<file path="config.mk">
export PLATFORM = sky130hd
export DESIGN_NAME = modular_horner_share_eval_unit
export DESIGN_NICKNAME = d
export VERILOG_FILES = /design/src/sv/mhse_pkg.sv /design/src/sv/modular_horner_share_eval_unit.sv
export SDC_FILE = /design/constraint.sdc
export NUM_CORES = 2
export LEC_CHECK = 0
export BUFFER_PORTS_ARGS = -buffer_cell sky130_fd_sc_hd__clkbuf_2
export CAP_MARGIN = 20
export CORE_AREA = 2 2 528 530
export DETAILED_ROUTE_END_ITERATION = 6
export DIE_AREA = 0 0 530 532
export PLACE_DENSITY = 0.68
export SLEW_MARGIN = 10
export SYNTH_ARGS = -nofsm -noshare
export SYNTH_HDL_FRONTEND = slang
export SYNTH_SLANG_ARGS = --single-unit
</file>
<file path="constraint.sdc">
create_clock -name i_clk -period 50.1 [get_ports i_clk]
set_input_delay 2.505 -clock i_clk [delete_from_list [all_inputs] [get_ports i_clk]]
set_output_delay 2.505 -clock i_clk [all_outputs]
set_load 0.1 [all_outputs]
</file>
<file path="src/sv/mhse_pkg.sv">
// ----------------------------------------------------------------------------
// mhse_pkg
// shared types and constants for the modular horner share evaluator
// ----------------------------------------------------------------------------
package mhse_pkg;

    localparam int SCALAR_LIMBS = 4;
    localparam int LIMB_W       = 64;
    localparam int SCALAR_W     = SCALAR_LIMBS * LIMB_W;
    localparam int WIDE_W       = SCALAR_W + 1;
    localparam int BIT_CNT_W    = $clog2(SCALAR_W);
    localparam int CFG_IDX_W    = 8;

    // configuration register indexes
    localparam logic [CFG_IDX_W-1:0] CFG_MODULUS_LIMB0 = CFG_IDX_W'(0);
    localparam logic [CFG_IDX_W-1:0] CFG_MODULUS_LIMB1 = CFG_IDX_W'(1);
    localparam logic [CFG_IDX_W-1:0] CFG_MODULUS_LIMB2 = CFG_IDX_W'(2);
    localparam logic [CFG_IDX_W-1:0] CFG_MODULUS_LIMB3 = CFG_IDX_W'(3);

    typedef enum logic [2:0] {
        ST_IDLE,
        ST_RED_ACC,
        ST_RED_COEF,
        ST_MUL_SHIFT,
        ST_MUL_ADD,
        ST_FINAL,
        ST_OUT
    } t_state;

endpackage

</file>
<file path="src/sv/modular_horner_share_eval_unit.sv">
// ----------------------------------------------------------------------------
// modular_horner_share_eval_unit
// horner-rule polynomial evaluation modulo a programmed 256-bit group order
// steps per item after accept: serial reduce of acc, reduce of coef, then
// interleaved multiply by the point, a shift step per bit plus an add step per
// set bit, with the coefficient added in a last fold step; no new item is taken
// until the current one is done, as every step uses the single shared
// shift/add/conditional-subtract unit, which works on one bit at a time
// reset: synchronous active low, clears modulus, accumulator and control
// ----------------------------------------------------------------------------
module modular_horner_share_eval_unit
    import mhse_pkg::*;
(
    input  logic                 i_clk,
    input  logic                 i_rst_n,
    input  logic                 i_cfg_we,
    input  logic [CFG_IDX_W-1:0] i_cfg_idx,
    input  logic [LIMB_W-1:0]    i_cfg_data,
    input  logic                 i_valid,
    output logic                 o_stall,
    input  logic [LIMB_W-1:0]    i_coef_limb0,
    input  logic [LIMB_W-1:0]    i_coef_limb1,
    input  logic [LIMB_W-1:0]    i_coef_limb2,
    input  logic [LIMB_W-1:0]    i_coef_limb3,
    input  logic [LIMB_W-1:0]    i_point_limb0,
    input  logic [LIMB_W-1:0]    i_point_limb1,
    input  logic [LIMB_W-1:0]    i_point_limb2,
    input  logic [LIMB_W-1:0]    i_point_limb3,
    input  logic                 i_last_coef,
    output logic                 o_valid,
    input  logic                 i_stall,
    output logic [LIMB_W-1:0]    o_share_limb0,
    output logic [LIMB_W-1:0]    o_share_limb1,
    output logic [LIMB_W-1:0]    o_share_limb2,
    output logic [LIMB_W-1:0]    o_share_limb3
);

    // modulus and accumulator
    logic [SCALAR_W-1:0]  r_mod;
    logic [SCALAR_W-1:0]  r_acc, n_acc;
    // latched operands of the current item
    logic [SCALAR_W-1:0]  r_coef, n_coef;
    logic [SCALAR_W-1:0]  r_point, n_point;
    logic                 r_last, n_last;
    // reduced accumulator and coefficient, and running value of the shared unit
    logic [SCALAR_W-1:0]  r_acc_red, n_acc_red;
    logic [SCALAR_W-1:0]  r_coef_red, n_coef_red;
    logic [WIDE_W-1:0]    r_work, n_work;
    logic [BIT_CNT_W-1:0] r_bit, n_bit;
    t_state               r_state, n_state;
    logic [SCALAR_W-1:0]  r_share, n_share;

    logic                 qzero;
    logic                 in_acc;

    // shared unit: operand select, optional add, then one fold
    logic [WIDE_W-1:0]    unit_in;
    logic [WIDE_W-1:0]    unit_out;

    assign qzero  = (r_mod == '0);
    assign in_acc = i_valid && !o_stall;

    always_comb begin
        logic [WIDE_W-1:0] diff;
        diff = unit_in - {1'b0, r_mod};
        if (qzero) begin
            unit_out = {1'b0, unit_in[SCALAR_W-1:0]};
        end else if (unit_in >= {1'b0, r_mod}) begin
            unit_out = diff;
        end else begin
            unit_out = unit_in;
        end
    end

    always_comb begin
        unique case (r_state)
            ST_RED_ACC:   unit_in = {r_work[SCALAR_W-1:0], r_acc[r_bit]};
            ST_RED_COEF:  unit_in = {r_work[SCALAR_W-1:0], r_coef[r_bit]};
            ST_MUL_SHIFT: unit_in = {r_work[SCALAR_W-1:0], 1'b0};
            ST_MUL_ADD:   unit_in = r_work + {1'b0, r_acc_red};
            ST_FINAL:     unit_in = r_work + {1'b0, r_coef_red};
            default:      unit_in = r_work;
        endcase
    end

    always_ff @(posedge i_clk) begin
        if (!i_rst_n) begin
            r_mod   <= '0;
            r_acc   <= '0;
            r_state <= ST_IDLE;
        end else begin
            if (i_cfg_we) begin
                unique case (i_cfg_idx)
                    CFG_MODULUS_LIMB0: r_mod[0*LIMB_W +: LIMB_W] <= i_cfg_data;
                    CFG_MODULUS_LIMB1: r_mod[1*LIMB_W +: LIMB_W] <= i_cfg_data;
                    CFG_MODULUS_LIMB2: r_mod[2*LIMB_W +: LIMB_W] <= i_cfg_data;
                    CFG_MODULUS_LIMB3: r_mod[3*LIMB_W +: LIMB_W] <= i_cfg_data;
                    default: ;
                endcase
            end
            r_acc   <= n_acc;
            r_state <= n_state;
        end
    end

    always_ff @(posedge i_clk) begin
        r_coef     <= n_coef;
        r_point    <= n_point;
        r_last     <= n_last;
        r_acc_red  <= n_acc_red;
        r_coef_red <= n_coef_red;
        r_work     <= n_work;
        r_bit      <= n_bit;
        r_share    <= n_share;
    end

    // sequencer
    always_comb begin
        n_state    = r_state;
        n_acc      = r_acc;
        n_coef     = r_coef;
        n_point    = r_point;
        n_last     = r_last;
        n_acc_red  = r_acc_red;
        n_coef_red = r_coef_red;
        n_work     = r_work;
        n_bit      = r_bit;
        n_share    = r_share;
        unique case (r_state)
            ST_IDLE: begin
                if (in_acc) begin
                    n_coef  = {i_coef_limb3, i_coef_limb2, i_coef_limb1, i_coef_limb0};
                    n_point = {i_point_limb3, i_point_limb2, i_point_limb1,
                               i_point_limb0};
                    n_last  = i_last_coef;
                    n_work  = '0;
                    n_bit   = BIT_CNT_W'(SCALAR_W - 1);
                    n_state = ST_RED_ACC;
                end
            end
            ST_RED_ACC: begin
                n_work = unit_out;
                n_bit  = r_bit - 1'b1;
                if (r_bit == '0) begin
                    n_acc_red = unit_out[SCALAR_W-1:0];
                    n_work    = '0;
                    n_bit     = BIT_CNT_W'(SCALAR_W - 1);
                    n_state   = ST_RED_COEF;
                end
            end
            ST_RED_COEF: begin
                n_work = unit_out;
                n_bit  = r_bit - 1'b1;
                if (r_bit == '0) begin
                    n_coef_red = unit_out[SCALAR_W-1:0];
                    n_work     = '0;
                    n_bit      = BIT_CNT_W'(SCALAR_W - 1);
                    n_state    = ST_MUL_SHIFT;
                end
            end
            ST_MUL_SHIFT: begin
                n_work = unit_out;
                if (r_point[r_bit]) begin
                    n_state = ST_MUL_ADD;
                end else if (r_bit == '0) begin
                    n_state = ST_FINAL;
                end else begin
                    n_bit = r_bit - 1'b1;
                end
            end
            ST_MUL_ADD: begin
                n_work = unit_out;
                if (r_bit == '0) begin
                    n_state = ST_FINAL;
                end else begin
                    n_bit   = r_bit - 1'b1;
                    n_state = ST_MUL_SHIFT;
                end
            end
            ST_FINAL: begin
                if (r_last) begin
                    n_acc   = '0;
                    n_share = unit_out[SCALAR_W-1:0];
                    n_state = ST_OUT;
                end else begin
                    n_acc   = unit_out[SCALAR_W-1:0];
                    n_state = ST_IDLE;
                end
            end
            ST_OUT: begin
                if (!i_stall) begin
                    n_state = ST_IDLE;
                end
            end
            default: n_state = ST_IDLE;
        endcase
    end

    assign o_stall       = (r_state != ST_IDLE);
    assign o_valid       = (r_state == ST_OUT);
    assign o_share_limb0 = r_share[0*LIMB_W +: LIMB_W];
    assign o_share_limb1 = r_share[1*LIMB_W +: LIMB_W];
    assign o_share_limb2 = r_share[2*LIMB_W +: LIMB_W];
    assign o_share_limb3 = r_share[3*LIMB_W +: LIMB_W];

endmodule

</file>
==> out/qor.yml <==
timing:
  max_freq_mhz: 65.9
  slew_headroom: 0.0917
  min_period_over_period: 0.303
  hold_viol_final: 0
  finalSetupViolCount: 0
  worstMarginPinSlew_ns: 1.36
  finalWorstSetupSlack_ns: 34.93
  skew_ns: 0.0890
  finalCriticalPeriod_ns: 15.17
  drv_slew: 0
  grt_setup_unrepaired: "no"
  setup_tns_ns: 0
critical_path:
  critical_path_depth: 36
  crit_path_end_kind: "flop"
  critPathSlowestCell: "o21ai_0"
  cp.arrival_ns: 15.80
  cp_common_cell: "buf_4"
  critical-path-max-stage-delay_ns: 0.90
  worstSetupStartpointType: "flop"
  critPathMaxFanout: 60
  path_buf_inv: 8
  crit_type: "reg2reg"
  r2r_cells: 36
  worstPathRequired_ns: 50.73
  cpLargestDelayFamily: "compound AO/OA/AOI/OAI gates"
synth:
  synth_cell_types: 109
  synth_area_per_cell_um2: 9.69
  async_reset_ff_frac: 0
  synth-xor-area-share: 0.0341
  synth_common_cells: "nand2_1 (1,787), edfxtp_1 (1,546), a21oi_1 (1,188), nor2_1 (962), o21ai_0 (791)"
  synth_most_common_cell: "nand2_1"
  synth_top_family_by_area: "compound AO/OA/AOI/OAI gates"
  syn_nets: 13900
  muxShareOfSynthArea: 0.0841
  synth.top_cells.by_area: "edfxtp_1 (37%), dfxtp_1 (8.3%), nand2_1 (5.4%)"
  synth_compound_area_frac: 0.186
  yosysTopAreaCell: "edfxtp_1"
  netlist_area_mm2: 0.124
  synth_simple_gate_area_frac: 0.142
  ys_ff_latch: 2061
  yosysSeqAreaShare: 0.458
  postSynthCellCount: 12800
  netlist.area_leader.share: 0.375
  yosysWarningCount: 0
  synth-edff-count: 1546
  ys.flop_type: "edfxtp_1"
  synthAdderAreaFrac: 0.0521
place:
  io_buffers: 847
  dpl-instance-area_mm2: 0.131
  dp_hpwl_um: 465000
  place.gp.congestion: 1.08
  dpl_worst_slack_ns: 35.61
route:
  wl_met2_um: 260000
  drcViolationCount: 0
  vias: 109000
  wl_per_cell_um: 33.6
  m1WireLength_um: 225000
  maxUsedRoutingLayer: "met5"
  drtPass1Iterations: 6
  vias_per_cell: 6.33
  drt_iter0_markers: 14500
  detail-route-antenna-nets: 0
  routed_wl_um: 578000
  route.met3.wl_um: 51500
cells_and_area:
  fill_cells: 25800
  drive_above_1_share: 0.153
  regArea_mm2: 0.0567
  syn2layout_area_growth_pct: 12.0
  multi_input_area_mm2: 0.0620
  finalInstanceArea_mm2: 0.139
  final_util: 0.503
  final_nets: 14400
power_and_ir_drop:
  switching_power_mw: 4.53
  p_total_mw: 9.15
  power_leakage_nw: 51.2
  ir_drop_v: 0.0000419
  p_sw_frac: 0.495
  pwr-share-seq: 0.256
  power_frac_clock: 0.179
  p_int_mw: 4.62
  combPwrFrac: 0.566
  powerDensity_mw_per_mm2: 65.9
clocking:
  clk_pin_slew_ns: 0.07
  clock_latency_ns: 0.94
  clkSinkCount: 2061
  cts_buffers: 217
  h-tree-depth: 4
  cts_buffer_depth: 4
  cts_resized: 0
  cts_tree: "yes"
  root_buffer: "clkbuf_16"
  hold_buffers: 0
  cts_setup_buffers: 0
grt:
  grt_pass1_vias: 103000
  grt_max_degree: 228
  grt_util_all_layers: 0.396
  grt_antenna_before_repair: 71
  grt_pass1_wl_um: 792000
  overflow: 0
floorplanning:
  die-area_mm2: 0.282
  rows: 193
  initial_core_util: 0.449
  die_h_um: 532
  io_pins: 848
  core_area_mm2: 0.276
  fp.dieW_um: 530
min_path:
  hold_path.class: "reg2reg"
  whs_path_depth: 2
job:
  cap_violations: 0
status:
  outcome: "finished clean"
[cell families after synthesis]
family	after synthesis
simple gates	3937
fa+ha+maj	515
mux	671
xor+xnor	483
buf+inv	1386
flops	2061
compound gates	3738
[power groups by stage]
stage | logic, mW | clock network, mW | registers (mW)
final | 5.17 | 1.63 | 2.34
after global routing | 5.40 | 1.71 | 2.35
after CTS | 4.99 | 1.65 | 2.33
after detailed placement | 4.97 | 0 | 2.37
after global placement | 5.02 | 0 | 2.37
after floorplan | 3.08 | 0 | 2.34
[worst min-delay path, stage by stage (launching register included)]
cell,delay [ns]
dfxtp_1,0.31
nand2_1,0.05
o21ai_1,0.05
[through the flow]
stage / std cells / hold WS (ns)
6_report: 17200 / 0.445
5_1_grt: 17200 / 0.464
4_1_cts: 17200 / 0.446
3_5_place_dp: 16800 / 0.437
3_3_place_gp: 16800 / 0.428
2_1_floorplan: 12800 / 0.410
[worst paths after layout]
check | startpoint | to | slack, ns
max | r_state[2] | r_work[143] | 34.93
min | r_acc[231] | r_acc[231] | 0.45
max reg2reg | r_state[2] | r_work[143] | 34.93
min reg2reg | r_acc[231] | r_acc[231] | 0.45
[layer usage]
layer	vias up	GRT usage
li1	48200	-
met1	53600	0.506
met2	5989	0.617
met3	1234	0.0770
met4	20	0.248
met5	-	0
[sequential cells by signal, summed over array words and instances (netlist names)]
register	flops
r_state	3
r_point	256
r_bit	8
r_work	257
r_mod	256
r_acc	256
r_share	256
r_coef_red	256
r_acc_red	256
r_last	1
r_coef	256
[layout by cell type (no fill, tap or decap), types with 39 or more instances in the layout]
cell type  count
nor2_1       958
o21bai_1     180
o21ai_0      789
a21oi_1     1185
a31oi_1       82
inv_1        628
buf_4        157
ha_1         513
nand2b_1      48
or3_1         45
mux2i_1      110
clkbuf_2     847
a22o_1        65
o211ai_1      79
and4_1        39
nand2_1     1782
clkbuf_16    218
nor3_1       164
a211oi_1      42
and2_1        91
o22ai_1      143
or2_2         40
nor4_1       140
o21a_1       110
a21o_1       234
xor2_1       206
nand4_1      349
mux4_2       255
clkbuf_1      50
mux2_2       262
diode_2       51
o31ai_1       56
o21ai_1      162
dfxtp_1      512
a21boi_0     299
nand3_1      133
edfxtp_1    1546
xnor2_1      277
[final cells by class]
class / instances / share of cell area
multi-input cells: 9344 / 0.447
flip-flops and latches: 2061 / 0.409
inverters: 631 / 0.0171
diodes: 51 / 0.000920
clock inverters: 115 / 0.00888
clock buffers: 290 / 0.0428
repair buffers: 1022 / 0.0411
well taps: 3705 / 0.0334
No activity file was read; power rests on OpenSTA's default activity.
